--- src/rtl/rstg_pkg.sv ---
`timescale 1ns / 1ps
// ----------------------------------------------------------------------------
// rstg_pkg: shared types and constants of the ramped sine tone generator
// Control word layout of the microprogram, jump conditions, multiplier
// operand selects, sequencer status and configuration register indexes.
// ----------------------------------------------------------------------------
package rstg_pkg;

  // fixed field widths
  localparam int CFG_W     = 32;   // widest configuration register
  localparam int OSC_W     = 32;   // oscillator state, coefficient, seeds
  localparam int TONE_W    = 24;   // tone and ramp lengths
  localparam int AMP_W     = 15;   // amplitude
  localparam int SAMPLE_W  = 16;   // audio sample
  localparam int GAIN_FRAC = 16;   // fraction bits of the gain
  localparam int GAIN_W    = AMP_W + GAIN_FRAC;
  localparam int DIV_STEPS = GAIN_W;          // one quotient bit per step
  localparam int DIVCNT_W  = $clog2(DIV_STEPS);
  localparam int MUL_W     = OSC_W + 1;       // signed operand width
  localparam int PROD_W    = 2 * MUL_W;

  // configuration register indexes
  typedef logic [2:0] cfg_idx_t;
  localparam cfg_idx_t CFG_OSC_COEF  = 3'd0;
  localparam cfg_idx_t CFG_SEED_OLD  = 3'd1;
  localparam cfg_idx_t CFG_SEED_NEW  = 3'd2;
  localparam cfg_idx_t CFG_TONE_LEN  = 3'd3;
  localparam cfg_idx_t CFG_RAMP_LEN  = 3'd4;
  localparam cfg_idx_t CFG_AMPLITUDE = 3'd5;
  localparam cfg_idx_t CFG_ADD_MODE  = 3'd6;

  // shared multiplier operand select
  typedef enum logic [1:0] {
    MUL_NONE,
    MUL_OSC,     // coefficient * newer
    MUL_RAMP,    // amplitude * ramp position
    MUL_GAIN     // new oscillator value * gain
  } mul_sel_t;

  // conditional jump of a microstep
  typedef enum logic [2:0] {
    J_NONE,
    J_NO_REQ,
    J_PAST_END,
    J_FULL_VOL,
    J_DIV_MORE,
    J_OUT_BUSY
  } jcond_t;

  typedef logic [2:0] upc_t;

  // one control word
  typedef struct packed {
    logic     take_in;    // input channel open
    mul_sel_t mul_sel;
    logic     classify;   // latch ramp flag, ramp position, last flag
    logic     osc_adv;    // advance oscillator pair and index
    logic     div_init;
    logic     div_step;
    logic     tone_clr;
    logic     tone_ld;
    logic     out_ld;
    jcond_t   jcond;
    upc_t     target;
  } ucode_t;

  // datapath status seen by the sequencer
  typedef struct packed {
    logic req;
    logic past_end;
    logic full_vol;
    logic div_more;
    logic out_busy;
  } seq_stat_t;

endpackage

--- src/rtl/rstg_seq.sv ---
`timescale 1ns / 1ps
// ----------------------------------------------------------------------------
// rstg_seq: microprogram sequencer
// Step counter, control store and conditional jump logic. Each step issues
// one control word to the datapath; a taken jump loads the word's target,
// otherwise the counter advances (wrapping from the output step to idle).
// ----------------------------------------------------------------------------
module rstg_seq (
  input  logic               clk,
  input  logic               rst_n,
  input  rstg_pkg::seq_stat_t stat,
  output rstg_pkg::ucode_t   ctrl
);
  import rstg_pkg::*;

  // step addresses
  localparam upc_t S_IDLE     = 3'd0;
  localparam upc_t S_CHECK    = 3'd1;
  localparam upc_t S_OSC      = 3'd2;
  localparam upc_t S_DIV_INIT = 3'd3;
  localparam upc_t S_DIV_STEP = 3'd4;
  localparam upc_t S_TONE_MUL = 3'd5;
  localparam upc_t S_TONE     = 3'd6;
  localparam upc_t S_OUT      = 3'd7;

  upc_t upc_r;
  upc_t upc_nxt;
  logic jump;

  // control store
  function automatic ucode_t ucode_rom(input upc_t addr);
    ucode_t w;
    w = '0;
    w.mul_sel = MUL_NONE;
    w.jcond   = J_NONE;
    w.target  = S_IDLE;
    unique case (addr)
      S_IDLE: begin
        w.take_in = 1'b1;
        w.jcond   = J_NO_REQ;
        w.target  = S_IDLE;
      end
      S_CHECK: begin
        w.mul_sel  = MUL_OSC;
        w.classify = 1'b1;
        w.tone_clr = 1'b1;
        w.jcond    = J_PAST_END;
        w.target   = S_OUT;
      end
      S_OSC: begin
        w.mul_sel = MUL_RAMP;
        w.osc_adv = 1'b1;
        w.jcond   = J_FULL_VOL;
        w.target  = S_TONE_MUL;
      end
      S_DIV_INIT: begin
        w.div_init = 1'b1;
      end
      S_DIV_STEP: begin
        w.div_step = 1'b1;
        w.jcond    = J_DIV_MORE;
        w.target   = S_DIV_STEP;
      end
      S_TONE_MUL: begin
        w.mul_sel = MUL_GAIN;
      end
      S_TONE: begin
        w.tone_ld = 1'b1;
      end
      S_OUT: begin
        w.out_ld = 1'b1;
        w.jcond  = J_OUT_BUSY;
        w.target = S_OUT;
      end
      default: begin
        w.jcond = J_NONE;
      end
    endcase
    return w;
  endfunction

  assign ctrl = ucode_rom(upc_r);

  // jump condition
  always_comb begin
    unique case (ctrl.jcond)
      J_NONE:     jump = 1'b0;
      J_NO_REQ:   jump = ~stat.req;
      J_PAST_END: jump = stat.past_end;
      J_FULL_VOL: jump = stat.full_vol;
      J_DIV_MORE: jump = stat.div_more;
      J_OUT_BUSY: jump = stat.out_busy;
      default:    jump = 1'b0;
    endcase
    upc_nxt = jump ? ctrl.target : upc_r + upc_t'(1);
  end

  // step counter
  always_ff @(posedge clk) begin
    if (!rst_n) begin
      upc_r <= S_IDLE;
    end else begin
      upc_r <= upc_nxt;
    end
  end

endmodule

--- src/rtl/ramped_sine_tone_generator.sv ---
`timescale 1ns / 1ps
// ----------------------------------------------------------------------------
// ramped_sine_tone_generator: recursive sine oscillator with linear ramps
// Microcoded datapath around one shared signed multiplier and a one bit per
// cycle gain divider; yields one 16-bit sample per input request.
// ----------------------------------------------------------------------------
// Usage:
//  - Load the registers through cfg_we/cfg_index/cfg_wdata while no request
//    is in flight. A request with in_restart set reseeds the oscillator and
//    starts the tone from sample zero.
//  - Input and result channels use valid/stall; a request is taken on an edge
//    with valid high and stall low. One result per request, in order.
//  - Steps per request: a full-volume sample passes idle, check, oscillator,
//      tone multiply, tone and output; a ramping sample adds the divider set-up
//      and the bit-serial gain divide between oscillator and tone multiply;
//      a request past the tone end goes from the check straight to output.
//    On the full path the shared multiplier makes three passes: oscillator, ramp, gain.
//  - The result register holds a finished sample while the receiver stalls;
//    the next request is taken meanwhile and its work stops at the output
//    step until the register frees up.
//  - Synchronous reset clears the registers (ramp_length to 1), the
//    oscillator state and the index; no clearing pass is needed.
// ----------------------------------------------------------------------------
module ramped_sine_tone_generator #(
  parameter int INDEX_BITS = 24,
  parameter int FRAC_BITS  = 30
) (
  input  logic                  clk,
  input  logic                  rst_n,
  // configuration
  input  logic                  cfg_we,
  input  rstg_pkg::cfg_idx_t    cfg_index,
  input  logic [31:0]           cfg_wdata,
  // requests
  input  logic                  in_valid,
  output logic                  in_stall,
  input  logic                  in_restart,
  input  logic signed [15:0]    in_prior_sample,
  // results
  output logic                  out_valid,
  input  logic                  out_stall,
  output logic signed [15:0]    out_sample,
  output logic                  out_sum_overflow,
  output logic                  out_last
);
  import rstg_pkg::*;

  localparam int MAXW     = (INDEX_BITS > TONE_W) ? INDEX_BITS : TONE_W;
  localparam int IW       = MAXW + 1;                 // index compare width
  localparam int TONE_SH  = FRAC_BITS + GAIN_FRAC;    // final scaling shift
  localparam logic [PROD_W-1:0] TRUNC_BIAS = (PROD_W'(1) << TONE_SH) - PROD_W'(1);

  // configuration registers
  logic signed [OSC_W-1:0]  osc_coef_r;
  logic signed [OSC_W-1:0]  seed_old_r;
  logic signed [OSC_W-1:0]  seed_new_r;
  logic [TONE_W-1:0]        tone_len_r;
  logic [TONE_W-1:0]        ramp_len_r;
  logic [AMP_W-1:0]         amp_r;
  logic                     add_mode_r;

  // oscillator state and per-request registers
  logic signed [OSC_W-1:0]  osc_old_r;
  logic signed [OSC_W-1:0]  osc_new_r;
  logic [INDEX_BITS-1:0]    idx_r;
  logic signed [SAMPLE_W-1:0] prior_r;
  logic                     ramp_r;
  logic [TONE_W-1:0]        kpos_r;
  logic                     last_r;
  logic signed [PROD_W-1:0] prod_r;
  logic [TONE_W-1:0]        div_rem_r;
  logic [GAIN_W-1:0]        div_dvd_r;
  logic [DIVCNT_W-1:0]      div_cnt_r;
  logic signed [SAMPLE_W-1:0] tone_r;

  // result register
  logic                     out_valid_r;
  logic                     out_valid_nxt;
  logic signed [SAMPLE_W-1:0] out_sample_r;
  logic                     out_ovf_r;
  logic                     out_last_r;

  ucode_t    ctrl;
  seq_stat_t stat;
  logic      accept;
  logic      out_busy;
  logic      out_ld_go;

  // ------------------------------------------------------------------------
  // sequencer
  // ------------------------------------------------------------------------
  rstg_seq u_seq (
    .clk   (clk),
    .rst_n (rst_n),
    .stat  (stat),
    .ctrl  (ctrl)
  );

  assign in_stall  = ~ctrl.take_in;
  assign accept    = in_valid & ctrl.take_in;
  assign out_busy  = out_valid_r & out_stall;
  assign out_ld_go = ctrl.out_ld & ~out_busy;

  // ------------------------------------------------------------------------
  // configuration port
  // ------------------------------------------------------------------------
  always_ff @(posedge clk) begin
    if (!rst_n) begin
      osc_coef_r <= '0;
      seed_old_r <= '0;
      seed_new_r <= '0;
      tone_len_r <= '0;
      ramp_len_r <= TONE_W'(1);
      amp_r      <= '0;
      add_mode_r <= 1'b0;
    end else if (cfg_we) begin
      unique case (cfg_index)
        CFG_OSC_COEF:  osc_coef_r <= cfg_wdata;
        CFG_SEED_OLD:  seed_old_r <= cfg_wdata;
        CFG_SEED_NEW:  seed_new_r <= cfg_wdata;
        CFG_TONE_LEN:  tone_len_r <= cfg_wdata[TONE_W-1:0];
        CFG_RAMP_LEN:  ramp_len_r <= cfg_wdata[TONE_W-1:0];
        CFG_AMPLITUDE: amp_r      <= cfg_wdata[AMP_W-1:0];
        CFG_ADD_MODE:  add_mode_r <= cfg_wdata[0];
        default: ;
      endcase
    end
  end

  // ------------------------------------------------------------------------
  // index classification: ramp up, ramp down, last sample, past the end
  // ------------------------------------------------------------------------
  logic [IW-1:0] idx_w, tone_w, ramp_w, left_w;
  logic          ramp_nz, ramp_up, ramp_dn, past_end, is_last;

  always_comb begin
    idx_w    = IW'(idx_r);
    tone_w   = IW'(tone_len_r);
    ramp_w   = IW'(ramp_len_r);
    left_w   = tone_w - idx_w;
    ramp_nz  = (ramp_len_r != '0);
    ramp_up  = ramp_nz && (idx_w < ramp_w);
    ramp_dn  = ramp_nz && ((idx_w + ramp_w) > tone_w);
    past_end = !(idx_w < tone_w);
    is_last  = (idx_w + IW'(1)) == tone_w;
  end

  // ------------------------------------------------------------------------
  // shared multiplier, product registered
  // ------------------------------------------------------------------------
  logic signed [MUL_W-1:0]  mul_a, mul_b;
  logic signed [PROD_W-1:0] mul_p;
  logic [GAIN_W-1:0]        gain;

  assign gain = ramp_r ? div_dvd_r : {amp_r, {GAIN_FRAC{1'b0}}};

  always_comb begin
    unique case (ctrl.mul_sel)
      MUL_OSC: begin
        mul_a = {osc_coef_r[OSC_W-1], osc_coef_r};
        mul_b = {osc_new_r[OSC_W-1], osc_new_r};
      end
      MUL_RAMP: begin
        mul_a = {{(MUL_W-AMP_W){1'b0}}, amp_r};
        mul_b = {{(MUL_W-TONE_W){1'b0}}, kpos_r};
      end
      MUL_GAIN: begin
        mul_a = {osc_new_r[OSC_W-1], osc_new_r};
        mul_b = {{(MUL_W-GAIN_W){1'b0}}, gain};
      end
      default: begin
        mul_a = '0;
        mul_b = '0;
      end
    endcase
  end

  assign mul_p = mul_a * mul_b;

  // ------------------------------------------------------------------------
  // oscillator update: floor shift, subtract older, saturate to 32 bits
  // ------------------------------------------------------------------------
  logic signed [PROD_W-1:0] osc_sh;
  logic signed [PROD_W:0]   osc_diff;
  logic signed [OSC_W-1:0]  osc_next;

  always_comb begin
    osc_sh   = prod_r >>> FRAC_BITS;
    osc_diff = $signed({osc_sh[PROD_W-1], osc_sh})
             - $signed({{(PROD_W+1-OSC_W){osc_old_r[OSC_W-1]}}, osc_old_r});
    if (osc_diff[PROD_W:OSC_W-1] == {(PROD_W-OSC_W+2){osc_diff[PROD_W]}}) begin
      osc_next = osc_diff[OSC_W-1:0];
    end else if (osc_diff[PROD_W]) begin
      osc_next = {1'b1, {(OSC_W-1){1'b0}}};
    end else begin
      osc_next = {1'b0, {(OSC_W-1){1'b1}}};
    end
  end

  // ------------------------------------------------------------------------
  // gain divider step: one quotient bit of amp*k*2^16 / ramp_length
  // ------------------------------------------------------------------------
  logic [TONE_W:0] div_try;
  logic            div_ge;

  assign div_try = {div_rem_r, div_dvd_r[GAIN_W-1]};
  assign div_ge  = div_try >= {1'b0, ramp_len_r};

  // ------------------------------------------------------------------------
  // tone scaling: truncate toward zero, saturate to 16 bits
  // ------------------------------------------------------------------------
  logic signed [PROD_W-1:0]   tone_bias;
  logic signed [PROD_W-1:0]   tone_sh;
  logic signed [SAMPLE_W-1:0] tone_sat;

  always_comb begin
    tone_bias = prod_r + (prod_r[PROD_W-1] ? $signed(TRUNC_BIAS) : $signed(PROD_W'(0)));
    tone_sh   = tone_bias >>> TONE_SH;
    if (tone_sh[PROD_W-1:SAMPLE_W-1] == {(PROD_W-SAMPLE_W+1){tone_sh[PROD_W-1]}}) begin
      tone_sat = tone_sh[SAMPLE_W-1:0];
    end else if (tone_sh[PROD_W-1]) begin
      tone_sat = {1'b1, {(SAMPLE_W-1){1'b0}}};
    end else begin
      tone_sat = {1'b0, {(SAMPLE_W-1){1'b1}}};
    end
  end

  // status for the sequencer
  always_comb begin
    stat.req      = in_valid;
    stat.past_end = past_end;
    stat.full_vol = ~ramp_r;
    stat.div_more = (div_cnt_r != DIVCNT_W'(DIV_STEPS - 1));
    stat.out_busy = out_busy;
  end

  // ------------------------------------------------------------------------
  // oscillator state and index
  // ------------------------------------------------------------------------
  always_ff @(posedge clk) begin
    if (!rst_n) begin
      osc_old_r <= '0;
      osc_new_r <= '0;
      idx_r     <= '0;
    end else if (accept && in_restart) begin
      osc_old_r <= seed_old_r;
      osc_new_r <= seed_new_r;
      idx_r     <= '0;
    end else if (ctrl.osc_adv) begin
      osc_old_r <= osc_new_r;
      osc_new_r <= osc_next;
      idx_r     <= idx_r + INDEX_BITS'(1);
    end
  end

  // ------------------------------------------------------------------------
  // datapath working registers
  // ------------------------------------------------------------------------
  always_ff @(posedge clk) begin
    if (accept) begin
      prior_r <= in_prior_sample;
    end
    if (ctrl.classify) begin
      ramp_r <= ramp_up | ramp_dn;
      kpos_r <= ramp_up ? idx_w[TONE_W-1:0] : left_w[TONE_W-1:0];
      last_r <= is_last;
    end
    if (ctrl.mul_sel != MUL_NONE) begin
      prod_r <= mul_p;
    end
    if (ctrl.div_init) begin
      // dividend amp*k sits in the low product bits
      div_rem_r <= prod_r[AMP_W+TONE_W-1:AMP_W];
      div_dvd_r <= {prod_r[AMP_W-1:0], {GAIN_FRAC{1'b0}}};
      div_cnt_r <= '0;
    end else if (ctrl.div_step) begin
      div_rem_r <= div_ge ? TONE_W'(div_try - {1'b0, ramp_len_r}) : div_try[TONE_W-1:0];
      div_dvd_r <= {div_dvd_r[GAIN_W-2:0], div_ge};
      div_cnt_r <= div_cnt_r + DIVCNT_W'(1);
    end
    if (ctrl.tone_clr) begin
      tone_r <= '0;
    end else if (ctrl.tone_ld) begin
      tone_r <= tone_sat;
    end
  end

  // ------------------------------------------------------------------------
  // result register: add mode sum with wrap and overflow flag
  // ------------------------------------------------------------------------
  logic signed [SAMPLE_W:0] sum17;

  assign sum17 = {tone_r[SAMPLE_W-1], tone_r} + {prior_r[SAMPLE_W-1], prior_r};

  always_comb begin
    out_valid_nxt = out_valid_r;
    if (out_ld_go) begin
      out_valid_nxt = 1'b1;
    end else if (out_valid_r && !out_stall) begin
      out_valid_nxt = 1'b0;
    end
  end

  always_ff @(posedge clk) begin
    if (!rst_n) begin
      out_valid_r <= 1'b0;
    end else begin
      out_valid_r <= out_valid_nxt;
    end
  end

  always_ff @(posedge clk) begin
    if (out_ld_go) begin
      out_last_r <= last_r;
      if (add_mode_r) begin
        out_sample_r <= sum17[SAMPLE_W-1:0];
        out_ovf_r    <= sum17[SAMPLE_W] ^ sum17[SAMPLE_W-1];
      end else begin
        out_sample_r <= tone_r;
        out_ovf_r    <= 1'b0;
      end
    end
  end

  assign out_valid        = out_valid_r;
  assign out_sample       = out_sample_r;
  assign out_sum_overflow = out_ovf_r;
  assign out_last         = out_last_r;

  // ------------------------------------------------------------------------
  // assertions
  // ------------------------------------------------------------------------
  // a taken request closes the input until its sample is produced
  a_busy_after_accept: assert property (@(posedge clk) disable iff (!rst_n)
    (in_valid && !in_stall) |=> in_stall)
    else $error("input not closed after request");

  // overflow is flagged only when summing onto the prior sample
  a_ovf_add_mode: assert property (@(posedge clk) disable iff (!rst_n)
    (out_valid && out_sum_overflow) |-> add_mode_r)
    else $error("overflow flagged outside add mode");

  // reset leaves the result register empty and the input open
  a_reset_state: assert property (@(posedge clk)
    !rst_n |=> (!out_valid && !in_stall))
    else $error("bad state after reset");

endmodule

--- config.mk ---
export PLATFORM = sky130hd
export DESIGN_NAME = ramped_sine_tone_generator
export DESIGN_NICKNAME = d
export VERILOG_FILES = /design/src/rtl/rstg_pkg.sv /design/src/rtl/rstg_seq.sv /design/src/rtl/ramped_sine_tone_generator.sv
export SDC_FILE = /design/constraint.sdc
export NUM_CORES = 2
export LEC_CHECK = 0
export ABC_AREA = 1
export BUFFER_PORTS_ARGS = -buffer_cell sky130_fd_sc_hd__buf_2
export CAP_MARGIN = 40
export CORE_MARGIN = 1.5
export CORE_UTILIZATION = 25
export DETAILED_ROUTE_END_ITERATION = 10
export PLACE_DENSITY = 0.36
export SYNTH_ARGS = -nofsm -noshare
export SYNTH_HDL_FRONTEND = slang
export SYNTH_SLANG_ARGS = --single-unit
--- constraint.sdc ---
create_clock -name clk -period 14.8 [get_ports clk]
set_input_delay 1.48 -clock clk [delete_from_list [all_inputs] [get_ports clk]]
set_output_delay 1.48 -clock clk [all_outputs]
set_load 0.02 [all_outputs]
==> reports/qor.yml <==
drt:
  via_per_inst: 4.578
  routed_wl_mm: 284.2
  ant_nets: 0
  routedWlPerCell_um: 23.26
  remaining_drc_errors: 0
  firstDrtPassIters: 6
  vias: 55940
  initialDrtViolationCount: 3696
grt:
  grt.total_usage_pct: 20.86
  grt_first_pass_wirelength_mm: 416.9
  grt_max_degree: 82
  overflow: 0
  antenna_found_initial: 21
  grt_pass1_vias: 59037
sta:
  maxSlewViolCount: 0
  max_freq_mhz: 87.83
  holdWs_ns: 0.4225
  rsz0062_at_grt: "false"
  finClkSkew_ns: 0.04133
  tightest_slew_ns: 0.9381
  maxSlewHeadroom_pct: 37.31
  finalHoldViolations: 0
  min_period_ns: 11.39
  finalSetupTns_ns: 0
  setup_ws_ns: 3.414
  setup_viol: 0
  finalCritPeriodShare_pct: 76.93
cells_and_area:
  syn2layout_area_growth_pct: 10.69
  fin_cells: 12218
  final_area_mm2: 0.07497
  drive_gt1_share_pct: 5.148
  finalNetCount: 10245
clock_network:
  cts_root_buffer: "clkbuf_16"
  clock-sinks: 454
  tritoncts: "built"
  post_cts_buffers: 0
  max-clock-path-buffers: 3
  cts-hold-fix-buffers: 0
  clkLatencyLatePin_ns: 0.70
  path_clk_slew_ns: 0.06
  cts_buffers: 58
  htreeDepth: 2
  cts-resized-gates: 0
setup_path:
  endpoint_kind: "flop"
  crit_family: "adder cells"
  path_class: "reg -> reg"
  crit_top_cell: "inv_1"
  path_buf_inv: 14
  cpMaxStageDelayCell: "nor2_4"
  cp_max_fo: 28
  critPathRequiredTime_ns: 15.22
  cp_slowest_stage_delay_ns: 0.66
  start_kind: "flop"
  cp.arrival_ns: 11.80
  reg2reg_slack_ns: 3.41
power_and_ir_drop:
  peakVddDrop_v: 0.0001200
  p_leak_nw: 37.15
  cellPowerDensity_mw_per_mm2: 123.0
job:
  maxCapViolations: 0
synthesis:
  ys.flop_type: "dfxtp_1"
  synth.distinct_cells: 62
  syn_area_mm2: 0.06773
  synthCells: 8632
  synth_top_area_share_pct: 33.31
  synth-edff-count: 165
  seq_area_frac_synth_pct: 15.86
  avgSynthCellArea_um2: 7.847
  async_reset_ff_share_pct: 0
  synth_area_leader_cell: "fa_1"
  synth_fp_nets: 10263
  yosys_register_bits: 454
  yosysWarnings: 0
  ys_top_cells_by_area: "fa_1, inv_1, nand2_1"
floorplan:
  die-area_mm2: 0.2741
  core_area_mm2: 0.2686
  start_util_pct: 25.21
  die_h_um: 523.5
  core.rowCount: 190
  fp.dieW_um: 523.5
  ioPinCount: 77
placed_design:
  place_area_mm2: 0.07292
  routabilityCongestion: 0.9097
  dpl.cell_count: 12104
  dp.final_hpwl_mm: 233.1
  pre_cts_ws_ns: 3.646
  portBuffers: 76
hold_path:
  hold_class: "reg -> reg"
outcome:
  outcome: "completed"
[worst reg2reg max path, delay by kind of cell (launching register included)]
| family | cells | cell delay [ns] |
|---|---|---|
| flip-flops | 1 | 0.59 |
| buffers and inverters | 14 | 2.08 |
| AND/OR/NAND/NOR | 7 | 1.96 |
| AO/OA/AOI/OAI | 9 | 2.01 |
| adder cells (fa/ha/maj) | 9 | 4.47 |
[synth_stat cells, types with 6 or more instances]
cell,count
o211ai_2,7
inv_2,15
o221ai_1,22
a21oi_1,423
o21ai_1,13
ha_1,447
nand4_1,63
inv_1,2053
o21a_1,13
xor2_1,131
a211oi_1,12
clkbuf_1,199
o22ai_1,36
buf_2,81
a21boi_0,6
nand3_1,203
nor3_1,49
nand3_2,7
nand2_1,1740
dfxtp_1,289
buf_1,12
a31oi_1,77
a21oi_2,13
o21ai_0,445
nor4_1,16
nor2_1,741
buf_4,8
edfxtp_1,165
o21bai_1,22
nand2_2,11
nand3b_1,8
a21o_1,17
fa_1,1127
or2_2,9
xnor2_1,72
o211ai_1,22
[cell type report]
class                      instances  area (um^2)
multi-input combinational       5804        48260
timing repair buffer             224         1720
inverter                        2072         7777
antenna                            3        7.507
tap                             3552         4444
sequential                       454        10740
clock inverter                    26        290.3
clock buffer                      83         1733
fill                           29344       193700
[cells in the final DEF (no fill, tap or decap), types with 22 or more instances in the layout]
| cell type | instances |
|---|---|
| inv_1 | 2052 |
| nand2_1 | 1736 |
| fa_1 | 1127 |
| nor2_1 | 735 |
| ha_1 | 446 |
| o21ai_0 | 444 |
| a21oi_1 | 423 |
| dfxtp_1 | 289 |
| nand3_1 | 200 |
| edfxtp_1 | 165 |
| xor2_1 | 131 |
| buf_4 | 123 |
| buf_2 | 79 |
| a31oi_1 | 77 |
| xnor2_1 | 72 |
| nand4_1 | 63 |
| clkbuf_16 | 61 |
| nor3_1 | 49 |
| o22ai_1 | 26 |
| o211ai_1 | 22 |
| o21bai_1 | 22 |
[path summary, 6_finish.rpt]
check,cells past startpoint,endpoint,start
min reg2reg,0,out_last$_DFFE_PP_,last_r$_DFFE_PN_
max,39,prod_r[63]$_DFFE_PP_,u_seq.upc_r[2]$_SDFF_PN0_
min,0,out_last$_DFFE_PP_,last_r$_DFFE_PN_
max reg2reg,39,prod_r[63]$_DFFE_PP_,u_seq.upc_r[2]$_SDFF_PN0_
[report_power, final]
part / switching, mW / total, mW / leakage (nW) / internal (mW)
Combinational: 3.93 / 5.50 / 32.2 / 1.57
Sequential: 0.478 / 2.20 / 3.93 / 1.72
Clock: 0.636 / 1.52 / 1.00 / 0.886
Total: 5.04 / 9.22 / 37.1 / 4.17
[metal layers]
metal / global-route usage [%] / part of all wire [%] / routed length (um) / vias to the layer above
met2: 33.53 / 45 / 128200 / 1341
met3: 2.165 / 4.7 / 13290 / 209
li1: - / - / - / 26091
met4: 4.133 / 2.1 / 5845 / 8
met1: 30.18 / 48 / 136800 / 28291
met5: 0 / 0.019 / 55 / -
[state kept, by name, indices dropped and copies added, names as in the netlist, 31 cells and up]
signal      flops
div_dvd_r      31
osc_coef_r     32
osc_new_r      32
osc_old_r      32
prod_r         66
seed_new_r     32
seed_old_r     32
[through the flow]
step	power, mW	utilization, %
floorplan	5.252	-
global placement	7.626	26.99
detailed placement	7.713	27.14
CTS	9.282	27.90
global route	9.869	27.91
finish	9.220	27.91
[cell families (layout without fill, tap and decap cells)]
group,after synthesis,in the layout,share of synthesized area (%)
adder cells (fa/ha/maj),1574,1574,41.57
buffers and inverters,2374,2405,13.37
multiplexers,1,1,0.01478
AND/OR/NAND/NOR,2867,2867,16.96
XOR/XNOR,203,203,2.625
AO/OA/AOI/OAI,1159,1159,9.607
flip-flops,454,454,15.86
other,0,3,0
Note: power is estimated with default switching activity, not from simulation.
